===== src/rtl/qamhd_pkg.sv =====
package qamhd_pkg;

   localparam int unsigned SYMBOL_WIDTH = 8;
   localparam int unsigned AXIS_BITS = 4;
   localparam int unsigned THRESH_WIDTH = 15;
   localparam int unsigned CSR_ADDR_WIDTH = 3;
   localparam int unsigned CSR_DATA_WIDTH = 32;

   typedef enum logic [2:0] {
      MOD_BPSK   = 3'd0,
      MOD_QPSK   = 3'd1,
      MOD_QAM16  = 3'd2,
      MOD_QAM64  = 3'd3,
      MOD_QAM256 = 3'd4
   } modulation_type;

   typedef enum logic [0:0] {
      CSR_MODULATION = 1'b0
   } csr_index_type;

   localparam logic [THRESH_WIDTH-1:0] T16_2   = 15'd10362;
   localparam logic [THRESH_WIDTH-1:0] T64_2   = 15'd5056;
   localparam logic [THRESH_WIDTH-1:0] T64_4   = 15'd10112;
   localparam logic [THRESH_WIDTH-1:0] T64_6   = 15'd15169;
   localparam logic [THRESH_WIDTH-1:0] T256_2  = 15'd2513;
   localparam logic [THRESH_WIDTH-1:0] T256_4  = 15'd5026;
   localparam logic [THRESH_WIDTH-1:0] T256_6  = 15'd7540;
   localparam logic [THRESH_WIDTH-1:0] T256_8  = 15'd10053;
   localparam logic [THRESH_WIDTH-1:0] T256_10 = 15'd12566;
   localparam logic [THRESH_WIDTH-1:0] T256_12 = 15'd15079;
   localparam logic [THRESH_WIDTH-1:0] T256_14 = 15'd17592;

endpackage


===== src/rtl/qamhd_axis.sv =====
module qamhd_axis #(
   parameter int unsigned SAMPLE_WIDTH = 16
) (
   input  logic signed [SAMPLE_WIDTH-1:0]         sample,
   input  qamhd_pkg::modulation_type              modulation,
   output logic [qamhd_pkg::AXIS_BITS-1:0]        axis_bits
);

   localparam int unsigned MAG_WIDTH =
      (SAMPLE_WIDTH > qamhd_pkg::THRESH_WIDTH) ? SAMPLE_WIDTH : qamhd_pkg::THRESH_WIDTH;

   logic                    sign_bit;
   logic [SAMPLE_WIDTH-1:0] mag_raw;
   logic [MAG_WIDTH-1:0]    mag;

   assign sign_bit = !sample[SAMPLE_WIDTH-1] && (sample != '0);
   assign mag_raw  = sample[SAMPLE_WIDTH-1] ? (~sample + SAMPLE_WIDTH'(1)) : sample;
   assign mag      = MAG_WIDTH'(mag_raw);

   always_comb begin
      axis_bits    = '0;
      axis_bits[0] = sign_bit;
      case (modulation)
         qamhd_pkg::MOD_QAM16: begin
            axis_bits[1] = mag < MAG_WIDTH'(qamhd_pkg::T16_2);
         end
         qamhd_pkg::MOD_QAM64: begin
            axis_bits[1] = mag < MAG_WIDTH'(qamhd_pkg::T64_4);
            axis_bits[2] = (mag < MAG_WIDTH'(qamhd_pkg::T64_6)) &&
                           (mag > MAG_WIDTH'(qamhd_pkg::T64_2));
         end
         qamhd_pkg::MOD_QAM256: begin
            axis_bits[1] = mag < MAG_WIDTH'(qamhd_pkg::T256_8);
            axis_bits[2] = (mag < MAG_WIDTH'(qamhd_pkg::T256_12)) &&
                           (mag > MAG_WIDTH'(qamhd_pkg::T256_4));
            axis_bits[3] = ((mag < MAG_WIDTH'(qamhd_pkg::T256_6)) &&
                            (mag > MAG_WIDTH'(qamhd_pkg::T256_2))) ||
                           ((mag < MAG_WIDTH'(qamhd_pkg::T256_14)) &&
                            (mag > MAG_WIDTH'(qamhd_pkg::T256_10)));
         end
         default: begin
            axis_bits[3:1] = '0;
         end
      endcase
   end

endmodule


===== src/rtl/qam_hard_decision_slicer_unit.sv =====
// Hard-decision QAM slicer. Each transaction on the req_ side carries one equalized sample
// (I and Q, two's complement with 14 fractional bits) and yields one transaction on the rsp_
// side with the decided symbol index for the mode held in the modulation register (address 0):
// 0 BPSK, 1 QPSK, 2 16-QAM, 3 64-QAM, 4 256-QAM; unused codes give zero. The block takes one
// sample per clock cycle while the rsp_ side does not stall. The sample is captured in the
// input register when it is accepted, and the threshold comparisons on it are loaded into the
// result register as soon as that register is free. A stall on the rsp_ side holds both
// registers and, while the input register is full, deasserts req_tready. Write the modulation
// register only while no transaction is in flight.
module qam_hard_decision_slicer_unit #(
   parameter int unsigned SAMPLE_WIDTH = 16
) (
   input  logic                                       clock,
   input  logic                                       reset,
   input  logic                                       req_tvalid,
   output logic                                       req_tready,
   // Fields from bit 0: sample_i, sample_q, zero padding.
   input  logic [((2*SAMPLE_WIDTH+7)/8)*8-1:0]        req_tdata,
   output logic                                       rsp_tvalid,
   input  logic                                       rsp_tready,
   // Fields from bit 0: symbol_bits.
   output logic [qamhd_pkg::SYMBOL_WIDTH-1:0]         rsp_tdata,
   input  logic                                       csr_psel,
   input  logic                                       csr_penable,
   input  logic                                       csr_pwrite,
   input  logic [qamhd_pkg::CSR_ADDR_WIDTH-1:0]       csr_paddr,
   input  logic [qamhd_pkg::CSR_DATA_WIDTH-1:0]       csr_pwdata,
   output logic [qamhd_pkg::CSR_DATA_WIDTH-1:0]       csr_prdata,
   output logic                                       csr_pready
);

   localparam int unsigned AB = qamhd_pkg::AXIS_BITS;

   qamhd_pkg::modulation_type              mode_ff;
   qamhd_pkg::modulation_type              mode_in;
   logic                                   csr_write;
   logic                                   csr_hit;

   logic                                   s1_valid_ff;
   logic                                   s1_valid_in;
   logic signed [SAMPLE_WIDTH-1:0]         s1_i_ff;
   logic signed [SAMPLE_WIDTH-1:0]         s1_q_ff;
   logic                                   s2_ready;
   logic                                   s1_load;

   logic                                   rsp_valid_ff;
   logic                                   rsp_valid_in;
   logic [qamhd_pkg::SYMBOL_WIDTH-1:0]     rsp_data_ff;
   logic [qamhd_pkg::SYMBOL_WIDTH-1:0]     rsp_data_in;

   logic [AB-1:0]                          bits_i;
   logic [AB-1:0]                          bits_q;

   assign csr_pready = 1'b1;
   assign csr_hit    = csr_paddr[qamhd_pkg::CSR_ADDR_WIDTH-1:2] ==
                       (qamhd_pkg::CSR_ADDR_WIDTH-2)'(qamhd_pkg::CSR_MODULATION);
   assign csr_write  = csr_psel && csr_penable && csr_pwrite && csr_pready;
   assign mode_in    = (csr_write && csr_hit) ?
                       qamhd_pkg::modulation_type'(csr_pwdata[2:0]) : mode_ff;
   assign csr_prdata = csr_hit ? qamhd_pkg::CSR_DATA_WIDTH'(mode_ff) : '0;

   assign s2_ready    = !rsp_valid_ff || rsp_tready;
   assign req_tready  = !s1_valid_ff || s2_ready;
   assign s1_load     = req_tvalid && req_tready;
   assign s1_valid_in = s1_load || (s1_valid_ff && !s2_ready);
   assign rsp_valid_in = s1_valid_ff || (rsp_valid_ff && !rsp_tready);

   qamhd_axis #(.SAMPLE_WIDTH(SAMPLE_WIDTH)) u_axis_i (
      .sample     (s1_i_ff),
      .modulation (mode_ff),
      .axis_bits  (bits_i)
   );

   qamhd_axis #(.SAMPLE_WIDTH(SAMPLE_WIDTH)) u_axis_q (
      .sample     (s1_q_ff),
      .modulation (mode_ff),
      .axis_bits  (bits_q)
   );

   always_comb begin
      rsp_data_in = '0;
      case (mode_ff)
         qamhd_pkg::MOD_BPSK: begin
            rsp_data_in[0] = bits_i[0];
         end
         qamhd_pkg::MOD_QPSK: begin
            rsp_data_in[1:0] = {bits_q[0], bits_i[0]};
         end
         qamhd_pkg::MOD_QAM16: begin
            rsp_data_in[3:0] = {bits_q[1:0], bits_i[1:0]};
         end
         qamhd_pkg::MOD_QAM64: begin
            rsp_data_in[5:0] = {bits_q[2:0], bits_i[2:0]};
         end
         qamhd_pkg::MOD_QAM256: begin
            rsp_data_in = {bits_q, bits_i};
         end
         default: begin
            rsp_data_in = '0;
         end
      endcase
   end

   always_ff @(posedge clock) begin
      if (reset) begin
         mode_ff      <= qamhd_pkg::MOD_BPSK;
         s1_valid_ff  <= 1'b0;
         rsp_valid_ff <= 1'b0;
      end else begin
         mode_ff      <= mode_in;
         s1_valid_ff  <= s1_valid_in;
         rsp_valid_ff <= rsp_valid_in;
      end
   end

   always_ff @(posedge clock) begin
      if (s1_load) begin
         s1_i_ff <= req_tdata[SAMPLE_WIDTH-1:0];
         s1_q_ff <= req_tdata[2*SAMPLE_WIDTH-1:SAMPLE_WIDTH];
      end
      if (s1_valid_ff && s2_ready) begin
         rsp_data_ff <= rsp_data_in;
      end
   end

   assign rsp_tvalid = rsp_valid_ff;
   assign rsp_tdata  = rsp_data_ff;

`ifndef SYNTHESIS
   a_stage_advance: assert property (@(posedge clock) disable iff (reset)
      s1_valid_ff && s2_ready |=> rsp_valid_ff)
      else $error("Input register item did not reach the result register.");

   a_stall_holds_input: assert property (@(posedge clock) disable iff (reset)
      s1_valid_ff && !s2_ready |=> s1_valid_ff && $stable(s1_i_ff) && $stable(s1_q_ff))
      else $error("Stalled item in the input register was lost or changed.");

   a_backpressure: assert property (@(posedge clock) disable iff (reset)
      !req_tready |-> s1_valid_ff && rsp_valid_ff && !rsp_tready)
      else $error("Input stalled while the pipeline had room.");

   a_unused_bits: assert property (@(posedge clock) disable iff (reset)
      s1_valid_ff && s2_ready && (mode_ff == qamhd_pkg::MOD_BPSK) |=> rsp_tdata[7:1] == '0)
      else $error("BPSK result has upper bits set.");
`endif

endmodule

===== config.mk =====
export PLATFORM = sky130hd
export DESIGN_NAME = qam_hard_decision_slicer_unit
export DESIGN_NICKNAME = d
export VERILOG_FILES = /design/src/rtl/qamhd_pkg.sv /design/src/rtl/qamhd_axis.sv /design/src/rtl/qam_hard_decision_slicer_unit.sv
export SDC_FILE = /design/constraint.sdc
export NUM_CORES = 1
export LEC_CHECK = 0
export ABC_AREA = 1
export BUFFER_PORTS_ARGS = -buffer_cell sky130_fd_sc_hd__buf_4
export CORE_MARGIN = 4
export CORE_UTILIZATION = 38
export CTS_CLUSTER_SIZE = 20
export DETAILED_ROUTE_END_ITERATION = 10
export PLACE_DENSITY = 0.64
export SLEW_MARGIN = 15
export SYNTH_ARGS = -nofsm -noshare
export SYNTH_HDL_FRONTEND = slang
export SYNTH_SLANG_ARGS = --single-unit

===== constraint.sdc =====
create_clock -name clock -period 2.9 [get_ports clock]
set_input_delay 0.29 -clock clock [delete_from_list [all_inputs] [get_ports clock]]
set_output_delay 0.29 -clock clock [all_outputs]
set_load 0.02 [all_outputs]

======== After elaboration in Yosys (flattened, before gate mapping) ========
Index checks and enable logic that the tools add are counted.
word-level totals
  bits in registers ....................... 45
  input port bits ......................... 74
  output and inout bits ................... 43
  logic and storage cells ................. 83
operators by class
  add/subtract/negate cells ............... 2
  magnitude comparators ................... 22
  equal/unequal tests ..................... 4
  multiplexer cells ....................... 10
  bitwise operators ....................... 3
  reductions and logical operators ........ 34
operators by type and width
  kind                     number
  $lt A16 B14 Y1 const B   10
  $gt A16 B13 Y1 const B   4
  $add A16 B2 Y16 const B  2
  $gt A16 B12 Y1 const B   2
  $gt A16 B14 Y1 const B   2
  $lt A16 B13 Y1 const B   2
  $lt A16 B15 Y1 const B   2
  $mux W16                 2
  $not A16 Y16             2
  $reduce_bool A16 Y1      2
  $logic_and A1 B1 Y1      17
  $eq A3 B2 Y1 const B     2
  $logic_not A1 Y1         6
  $logic_or A1 B1 Y1       6
  $pmux W1 S2              3
  $pmux W2 S3              1
  $reduce_or A5 Y1         1
  $pmux W2 S2              1
  $eq A3 B1 Y1 const B     1
  $eq A3 B3 Y1 const B     1
  $logic_not A3 Y1         1
  $mux W3                  1
  $reduce_or A3 Y1         1
  $mux W1                  2
  $not A1 Y1               1

======== Longest topological paths before layout ========
  depth in word-level cells ............... 7
  gate-level depth with buffers ........... 18
  mapped depth without buffers ............ 18

======== Hierarchy ========
From an unflattened synthesis, not the netlist that was laid out.
second synthesis, totals
  cells, all modules ...................... 684
  area, all modules ....................... 4444.3 sq um
modules (own cells, without submodules)
  module                         instances  cells an instance  area an instance (sq um)  seq. area each (sq um)
  qamhd_axis                     2          275                1322.5                    0.0
  qam_hard_decision_slicer_unit  1          134                1799.2                    1301.2

======== Least setup slack after synthesis ========
Ideal clock, no wire load.
  path kind ............................... register to register
  from .................................... reg s1_q_ff[0]
  to ...................................... reg rsp_data_ff (netlist bit rsp_tdata[5]), data pin
  setup time .............................. 253 ps
  arrival time ............................ 1833 ps
  required time ........................... 2647 ps
  path slack .............................. 814 ps
  cell stages (with the launch flop) ...... 16
  path buffers ............................ 0
  clock period less this slack ............ 2086 ps
  cell sequence ........................... edfxtp_1 > inv_2 > ha_1 > nand2_1 > nor2_4 > nand3_2 > nand3b_1 > nand3_2 > inv_1 > nand2_1 > nor2_1 > nand2_1 > nand3_1 > nand2_1 > nand3_1 > nand2_1
on the way
  longest elaborated chain between the ends .. 7
  elaborated cells between the ends (all ways) .. 15
  classes of those cells .................. add/sub: 1; order compare: 7; mux: 4; bitwise: 1; reduce/logical: 2
ends and longest elaborated chain
  element                                        RTL line                              source
  from (decl)                                    qam_hard_decision_slicer_unit.sv:42   logic signed [SAMPLE_WIDTH-1:0] s1_q_ff;
  from (signal assigned)                         qam_hard_decision_slicer_unit.sv:119  s1_q_ff <= req_tdata[2*SAMPLE_WIDTH-1:SAMPLE_WIDTH];
  $not A16 Y16                                   qamhd_axis.sv:17                      assign mag_raw = sample[SAMPLE_WIDTH-1] ? (~sample + SAMPLE_WIDTH'(1)) : sample;
  $add A16 B2 Y16                                qamhd_axis.sv:17
  $mux W16 (*)                                   qamhd_axis.sv:17
  $lt A16 B14 Y1, or another cell as far along   qamhd_axis.sv:29                      axis_bits[2] = (mag < MAG_WIDTH'(qamhd_pkg::T64_6)) &&
  $logic_and A1 B1 Y1, on equally long branches  qamhd_axis.sv:29, qamhd_axis.sv:34
  $mux W1                                        n/a
  $pmux W2 S2 (*)                                qam_hard_decision_slicer_unit.sv:82   case (mode_ff)
  named net rsp_data_in, one bit                 qam_hard_decision_slicer_unit.sv:49   logic [qamhd_pkg::SYMBOL_WIDTH-1:0] rsp_data_in;
  to (signal assigned)                           qam_hard_decision_slicer_unit.sv:122  rsp_data_ff <= rsp_data_in;
  to (decl)                                      qam_hard_decision_slicer_unit.sv:48   logic [qamhd_pkg::SYMBOL_WIDTH-1:0] rsp_data_ff;
The timed path passes the listed nets; every way through them passes the cells marked *.
A chain may end at the register's enable or synchronous reset.

======== Worst setup path after layout ========
  from .................................... reg s1_i_ff[0]
  to ...................................... reg rsp_data_ff (netlist bit rsp_tdata[2]), data pin
on the way
  longest elaborated chain between the ends .. 7
  elaborated cells between the ends (all ways) .. 11
  classes of those cells .................. add/sub: 1; order compare: 4; mux: 3; bitwise: 1; reduce/logical: 2
ends and longest elaborated chain
  element                                        RTL line                              source
  from (decl)                                    qam_hard_decision_slicer_unit.sv:41   logic signed [SAMPLE_WIDTH-1:0] s1_i_ff;
  from (signal assigned)                         qam_hard_decision_slicer_unit.sv:118  s1_i_ff <= req_tdata[SAMPLE_WIDTH-1:0];
  $not A16 Y16                                   qamhd_axis.sv:17
  $add A16 B2 Y16                                qamhd_axis.sv:17
  $mux W16 (*)                                   qamhd_axis.sv:17
  $lt A16 B14 Y1, or another cell as far along   qamhd_axis.sv:29
  $logic_and A1 B1 Y1, on equally long branches  qamhd_axis.sv:29, qamhd_axis.sv:34
  $mux W1 (*)                                    n/a
  $pmux W2 S3 (*)                                qam_hard_decision_slicer_unit.sv:82
  named net rsp_data_in, one bit                 qam_hard_decision_slicer_unit.sv:49
Marked as above.

==> flow_metrics.py <==
metrics = {
    "routing": {
        "via_per_inst": 4.887,
        "num_vias": 3934,
        "drc": 0,
        "dr.pass1.iters": 5,
        "ant_nets": 0,
        "routed_wl_um": 9894,
        "wl_per_cell_um": 12.29,
        "first_iter_violations": 263,
    },
    "critical_path": {
        "cp.required_ps": 2970,
        "rr_worst_depth": 15,
        "cp-start-kind": "flop",
        "crit_arrival_ps": 2520,
        "regToRegStartpoint": "s1_i_ff[0]",
        "worstSetupPathType": "flop to flop",
        "r2r-end": "rsp_tdata[2]",
        "r2r_slack_ps": 450,
        "crit_path_end_kind": "flop",
        "critPathMaxFanout": 6,
    },
    "clock_tree": {
        "clockBufferDepth": 2,
        "clock_latency_ps": 300,
        "cts_sinks": 45,
        "cts_resized": 0,
        "post_cts_buffers": 0,
        "h-tree-depth": 2,
        "cts_made_buffers": 5,
        "cts_tree": "built",
        "cts_root_buf": "clkbuf_8",
        "ctsHoldBuffers": 0,
        "clk_pin_slew_ps": 100,
    },
    "power": {
        "total_power_mw": 1.660,
        "p_leak_nw": 2.121,
        "powerDensity_nw_per_um2": 361.4,
        "irDropWorstVdd_mv": 0.1836,
    },
    "cells_and_area": {
        "n_antenna_cell": 0,
        "final_common_cell": "nand2_1",
        "final_cell_mix": "nand2_1, nor2_1, nand3_1",
        "drive_gt1_share_pct": 20.03,
        "syn2layout_area_growth_pct": 13.47,
        "nNetsFinal": 745,
    },
    "hold_path": {
        "hp-class": "input pin to flop",
        "hold_depth": 1,
        "hp-start": "req_tdata[1]",
        "whs_endpoint": "s1_i_ff[1]",
    },
    "timing": {
        "max_freq_mhz": 408.3,
        "fin_skew_ps": 10.46,
        "slew_viol_final": 0,
        "hold_ws_ps": 154.7,
        "rsz0062_at_grt": "no",
        "period_share_pct": 84.46,
        "worst_pin_slew_ps": 769.7,
        "finalSetupTns_ps": 0,
        "finalHoldViolCount": 0,
        "slew_headroom_pct": 48.69,
        "post-route-min-period_ps": 2449,
        "setup_viol": 0,
    },
    "placed_design": {
        "port_buffers": 55,
        "hpwl_um": 7944,
        "gp_congestion": 0.8636,
    },
    "synth": {
        "synth_cells": 610,
        "yosys_most_used_dff": "edfxtp_1",
        "synth.cell_area_um2": 4049,
        "ys_seq_area_share_pct": 32.14,
        "syn_area_per_cell_um2": 6.638,
        "synthDistinctLibCells": 34,
        "async_flop_share_pct": 0,
        "synth-seq-cells": 45,
        "yosysWarningCount": 0,
        "synth_edf_count": 40,
    },
    "die": {
        "fp-row-count": 37,
        "core-area_um2": 10370,
        "die_area_um2": 12370,
        "fp.dieW_um": 111.2,
        "io_pins": 117,
        "die_y_um": 111.2,
        "start_util_pct": 39.04,
    },
    "grt": {
        "antenna_found_initial": 0,
        "grt.total_usage_pct": 15.63,
        "grt_max_degree": 33,
        "grt_pass1_wl_um": 16370,
        "grt_pass1_vias": 3532,
        "grt_remaining_overflow": 0,
    },
    "run": {
        "cap_violations": 0,
    },
    "run_status": {
        "outcome": "complete, no violations",
    },
}
critical path: stages (launching register included):
cell and delay, ps:
edfxtp_1 470, inv_2 140, ha_1 310, nand2_2 120
inv_2 90, nand3b_2 110, nand2_1 80, nand2_1 70
nand2_2 110, nand2_1 100, nor3_1 270, o21ai_1 120
nand3_1 100, nand2_1 50, nand2_1 50, nand2_1 40
where the power goes:
group / internal, mW / total (mW) / switching, mW
Combinational: 0.160 / 0.485 / 0.325
Clock: 0.163 / 0.394 / 0.231
Sequential: 0.746 / 0.781 / 0.0355
logic make-up after synthesis:
family | share of synthesized area, %
other cells | 0.1855
simple gates | 46.11
compound gates | 7.602
flops | 32.14
fa+ha+maj | 0.6179
buf+inv | 13.35
final cells by class:
class / instances / area (um2)
well taps: 136 / 170.2
fillers: 1096 / 5776
multi-input cells: 482 / 2312
repair buffers: 59 / 442.9
clock inverters: 2 / 11.26
clock buffers: 5 / 68.82
flip-flops and latches: 45 / 1301
inverters: 76 / 287.8
how the worst max path moves through the flow:
stage,from,end,depth (start not counted)
3_3_place_gp,s1_i_ff[0],rsp_tdata[3],15
3_5_place_dp,s1_i_ff[0],rsp_tdata[2],15
6_report,s1_i_ff[0],rsp_tdata[2],15
2_1_floorplan,s1_q_ff[0],rsp_tdata[5],15
5_1_grt,s1_i_ff[0],rsp_tdata[3],15
4_1_cts,s1_i_ff[0],rsp_tdata[2],15
state kept, by name (all words and copies together) (netlist names):
signal,count
s1_valid_ff,1
s1_i_ff,16
mode_ff,3
s1_q_ff,16
rsp_tvalid,1
rsp_tdata,8
per-layer routing:
metal / GRT usage [%] / routed length (um) / up-vias
li1: - / - / 2047
met1: 22.54 / 4827 / 1741
met2: 24.37 / 4289 / 136
met3: 2.566 / 611 / 10
met4: 3.893 / 166 / 0
met5: 0 / 0 / -
stage by stage:
step	cells	cell area, um2	utilization [%]	setup WS [ps]
after floorplan	638	4154	-	814.1
after global placement	798	4514	43.53	502.9
after CTS	805	4594	44.31	466.8
final	805	4594	44.31	450.7
after detailed placement	798	4514	43.53	489.8
after global routing	805	4594	44.31	136.0
synthesized netlist by cell type (4+ instances only):
library cell  count  area share, %
nor2_2           11            1.7
o21ai_1          12            1.5
nand3_1          60            7.4
nand2_4           4            1.1
nand3b_1         11            2.0
nand2_2          18            2.8
a21oi_1          14            1.7
nor3_1           14            1.7
edfxtp_1         40             30
nand4_1          13            2.0
nand3_2           5            1.2
nand2_1         167             15
nor2_1           84            7.8
dfxtp_1           5            2.5
buf_2             4           0.49
nor2_4            4            1.1
inv_1            58            5.4
inv_2            16            1.5
buf_4            31            5.7
o21ai_0          15            1.9
(Power assumes the default switching activity.)
